<file path="src/rtl/core/qrs_isqrt.sv">
// Pipelined integer square root, one result bit per register stage.
// Carries an opaque sideband word alongside; no package dependencies.
module qrs_isqrt #(
  parameter int RAD_BITS = 66,
  parameter int SB_BITS  = 8
) (
  input  logic                  clk,
  input  logic                  rst_n,
  input  logic                  en,
  input  logic                  in_v,
  input  logic [RAD_BITS-1:0]   rad,
  input  logic [SB_BITS-1:0]    in_sb,
  output logic                  out_v,
  output logic [RAD_BITS/2-1:0] root,
  output logic [SB_BITS-1:0]    out_sb
);
  localparam int SW = RAD_BITS / 2;

  logic              v_r    [SW];
  logic [SW-1:0]     root_r [SW];
  logic [SW+1:0]     rem_r  [SW];
  logic [RAD_BITS-1:0] rad_r [SW];
  logic [SB_BITS-1:0] sb_r  [SW];

  for (genvar i = 0; i < SW; i++) begin : g_stage
    logic                v_p;
    logic [SW-1:0]       root_p;
    logic [SW+1:0]       rem_p;
    logic [RAD_BITS-1:0] rad_p;
    logic [SB_BITS-1:0]  sb_p;
    logic [SW+3:0]       t, trial;
    logic                ge;

    if (i == 0) begin : g_first
      assign v_p    = in_v;
      assign root_p = '0;
      assign rem_p  = '0;
      assign rad_p  = rad;
      assign sb_p   = in_sb;
    end else begin : g_next
      assign v_p    = v_r[i-1];
      assign root_p = root_r[i-1];
      assign rem_p  = rem_r[i-1];
      assign rad_p  = rad_r[i-1];
      assign sb_p   = sb_r[i-1];
    end

    assign t     = {rem_p, rad_p[RAD_BITS-1 -: 2]};
    assign trial = {2'b00, root_p, 2'b01};
    assign ge    = (t >= trial);

    always_ff @(posedge clk) begin
      if (!rst_n) begin
        v_r[i] <= 1'b0;
      end else if (en) begin
        v_r[i] <= v_p;
      end
      if (en) begin
        rem_r[i]  <= ge ? (SW+2)'(t - trial) : t[SW+1:0];
        root_r[i] <= {root_p[SW-2:0], ge};
        rad_r[i]  <= {rad_p[RAD_BITS-3:0], 2'b00};
        sb_r[i]   <= sb_p;
      end
    end
  end

  assign out_v  = v_r[SW-1];
  assign root   = root_r[SW-1];
  assign out_sb = sb_r[SW-1];
endmodule

</file>
<file path="config.mk">
export PLATFORM = sky130hd
export DESIGN_NAME = qrs_isqrt
export DESIGN_NICKNAME = d
export VERILOG_FILES = /design/src/rtl/core/qrs_isqrt.sv
export SDC_FILE = /design/constraint.sdc
export NUM_CORES = 2
export LEC_CHECK = 0
export ABC_CLOCK_PERIOD_IN_PS = 3300
export BUFFER_PORTS_ARGS = -buffer_cell sky130_fd_sc_hd__buf_2
export CORE_ASPECT_RATIO = 1.5
export CORE_UTILIZATION = 30
export CTS_BUF_LIST = sky130_fd_sc_hd__clkbuf_8
export CTS_CLUSTER_DIAMETER = 100
export DETAILED_ROUTE_END_ITERATION = 6
export PLACE_DENSITY = 0.57
export SYNTH_ARGS = -nofsm -noshare
export SYNTH_HDL_FRONTEND = slang
export SYNTH_MEMORY_MAX_BITS = 65536
export SYNTH_SLANG_ARGS = --single-unit
</file>
<file path="constraint.sdc">
create_clock -name clk -period 3.3 [get_ports clk]
set_input_delay 0.495 -clock clk [delete_from_list [all_inputs] [get_ports clk]]
set_output_delay 0.495 -clock clk [all_outputs]
set_load 0.03 [all_outputs]
</file>
==> flow_summary.toml <==
[global_route]
grt_usage = 0.129
grt_pass1_wl_um = 459000
antenna_found_initial = 16
grt_pass1_vias = 87100
grt_max_degree = 101
overflow = 0

[cts]
tritoncts = "built"
htree_levels = 5
clk-insertion-delay-late_ps = 1140
cts_num_sinks = 2981
cts-root-buf = "clkbuf_8"
clkSlewWorstSetupHoldPaths_ps = 60
ctsLongestPathBuffers = 4
numCtsBuffers = 480

[sta]
skew_ps = 135
hold_slack_ps = 370
fmax_mhz = 300
setup-violations-final = 15
fin_crit_sh = 1.01
min_period_ps = 3330
drv_slew = 0
rsz0062_at_grt = "yes"
layout_setup_ws_ps = -34.7
hold_violations = 0
final.setup.tns_ps = -244
relSlewSlack = 0.377
worst_pin_slew_ps = 925

[power_and_ir_drop]
power_density_nw_per_um2 = 638
p_leak_nw = 64.0
power.total_w = 0.105
irDropWorstVdd_v = 0.000460

[routing]
first_iter_violations = 4100
drcViolationCount = 0
first_pass_iters = 7
wl_per_cell_um = 16.4
vias = 84000
via_per_inst = 4.58
postRouteAntennaNets = 0
routed_wl_um = 301000

[floorplan]
start_util = 0.301
pin_count = 120
die_w_um = 550
die-area_um2 = 453000
num_rows = 301
die_h_um = 823
core_um2 = 448000

[worst_setup_path]
critical_path_arrival_ps = 4240
r2r-start = "rem_r[0][117]$_DFFE_PP_"
timing.rr.end = "rem_r[0][155]$_DFFE_PP_"
cp_max_fo = 3
endpoint_kind = "flop"
r2r_cells = 9
worstPathRequired_ps = 4210
r2r_slack_ps = -30
critPathKind = "reg2reg"
start_kind = "flop"

[layout]
layout.cells.most_common_list = "edfxtp_1, buf_4, inv_1"
final_cell_count_no_fill = 18300
final_common_cell = "edfxtp_1"
drive_gt1_frac = 0.191
area_growth_pct = 22.5
nNetsFinal = 12700

[synth]
ys_ff_latch = 2981
yosys.area.top_type = "edfxtp_1"
ys_seq_area_frac = 0.663
synthDistinctLibCells = 95
yosys-top-cells-area = "edfxtp_1, ha_1, xor2_1, xnor2_1, a21oi_1"
synth_cells = 10200
syn-cell-area_um2 = 135000
async_flop_share = 0
yosysWarnings = 0
synth_nets = 10900
synth-edff-count = 2980
yosysTopAreaCellShare = 0.663
synth_flop_cell = "edfxtp_1"
syn_avg_cell_area_um2 = 13.2

[placed_design]
dp_cells = 17200
gp_congestion = 0.896
dp_hpwl_um = 221000
port_buffers = 119
preCtsSetupSlack_ps = -613

[run_status]
status = "complete, but fails checks"
violations = "setup timing"

[worst_hold_path]
hold_depth = 0
worstHoldEndpoint = "rad_r[0][1191]$_DFFE_PP_"
hold_start = "rad_r[0][1125]$_DFFE_PP_"
hold_class = "reg2reg"

[run]
drv_cap = 0
==> per-layer routing <==
layer / GRT usage / share of wire
met1: 0.112 / 0.33
met2: 0.259 / 0.56
met3: 0.0197 / 0.033
met4: 0.0955 / 0.078
met5: 0 / 0.000030
==> cells by family after synthesis <==
family          synth area share
fa+ha+maj                 0.0553
flops                      0.663
xor+xnor                  0.0581
mux                      0.00520
buf+inv                   0.0274
other cells            0.0000278
compound gates            0.0919
simple gates              0.0990
==> cell usage after synthesis, types with 15 or more instances <==
cell,count
nor2b_1,80
or2_2,35
nand4_1,98
edfxtp_1,2980
nor4b_1,23
a21oi_1,592
a21o_1,249
o211ai_1,40
nand2_1,751
and2_1,33
mux2i_1,15
o41ai_1,20
o21a_1,94
a21boi_0,28
o21bai_1,53
o31ai_1,61
and4_1,21
nor2_1,575
mux2_2,49
xnor2_1,424
nor4_1,132
inv_1,771
a31oi_1,57
o21ai_0,580
o2111ai_1,17
buf_1,16
clkbuf_1,186
nand3_1,163
or3_1,94
and3_1,95
nand3b_1,20
nor3b_1,24
xor2_1,471
ha_1,596
nor3_1,279
nand2b_1,130
or4_1,71
a211oi_1,62
==> registers in the layout, summed over array words and instances, names as in the netlist <==
| signal | cells |
|---|---|
| root_r | 561 |
| rad_r | 1056 |
| rem_r | 1067 |
| v_r | 33 |
| sb_r | 264 |
==> layout make-up <==
type / instances / area, µm²
Clock inverter: 390 / 2580
Clock buffer: 489 / 6730
Timing Repair Buffer: 1496 / 12400
Antenna cell: 37 / 92.6
Inverter: 775 / 2920
Multi-Input combinational cell: 6250 / 43700
Fill cell: 43100 / 282000
Tap cell: 5908 / 7390
Sequential cell: 2981 / 89500
==> how the worst max path moves through the flow <==
stage	end	cells past startpoint	startpoint	slack, ps
2_1_floorplan	rem_r[0][225]$_DFFE_PP_	11	rem_r[0][197]$_DFFE_PP_	-30
3_3_place_gp	rem_r[0][809]$_DFFE_PP_	12	rem_r[0][780]$_DFFE_PP_	-610
3_5_place_dp	rem_r[0][839]$_DFFE_PP_	12	rem_r[0][780]$_DFFE_PP_	-610
4_1_cts	rem_r[0][229]$_DFFE_PP_	9	rem_r[0][196]$_DFFE_PP_	-120
5_1_grt	rem_r[0][225]$_DFFE_PP_	9	rem_r[0][196]$_DFFE_PP_	-190
6_report	rem_r[0][155]$_DFFE_PP_	9	rem_r[0][117]$_DFFE_PP_	-30
==> repair_timing <==
item,in CTS,in global routing
setup buffers,21,33
gates resized for setup,130,269
hold buffers,153,0
endpoints found under the setup margin,331,560
hold endpoints to repair,290,0
gates cloned,3,3
pin swaps,36,73
==> where the power goes <==
part,switching [W],internal [W]
sequential,0.00273,0.0475
combinational,0.0133,0.0110
clock,0.0151,0.0158
==> stage by stage <==
| step | instance area, µm² | util |
|---|---|---|
| 6_report | 165000 | 0.369 |
| 5_1_grt | 165000 | 0.369 |
| 4_1_cts | 164000 | 0.365 |
| 3_5_place_dp | 152000 | 0.339 |
| 3_3_place_gp | 152000 | 0.339 |
| 2_1_floorplan | 135000 | - |
==> worst max-delay path, cell delays in order, from the launching register on <==
cell	delay, ps
edfxtp_1	380
or4_4	540
or4_4	450
nor4_4	340
a41oi_4	180
a211o_4	370
buf_4	140
buf_4	130
or3_2	410
xnor2_1	140
Power figures use the tool's default switching activity.
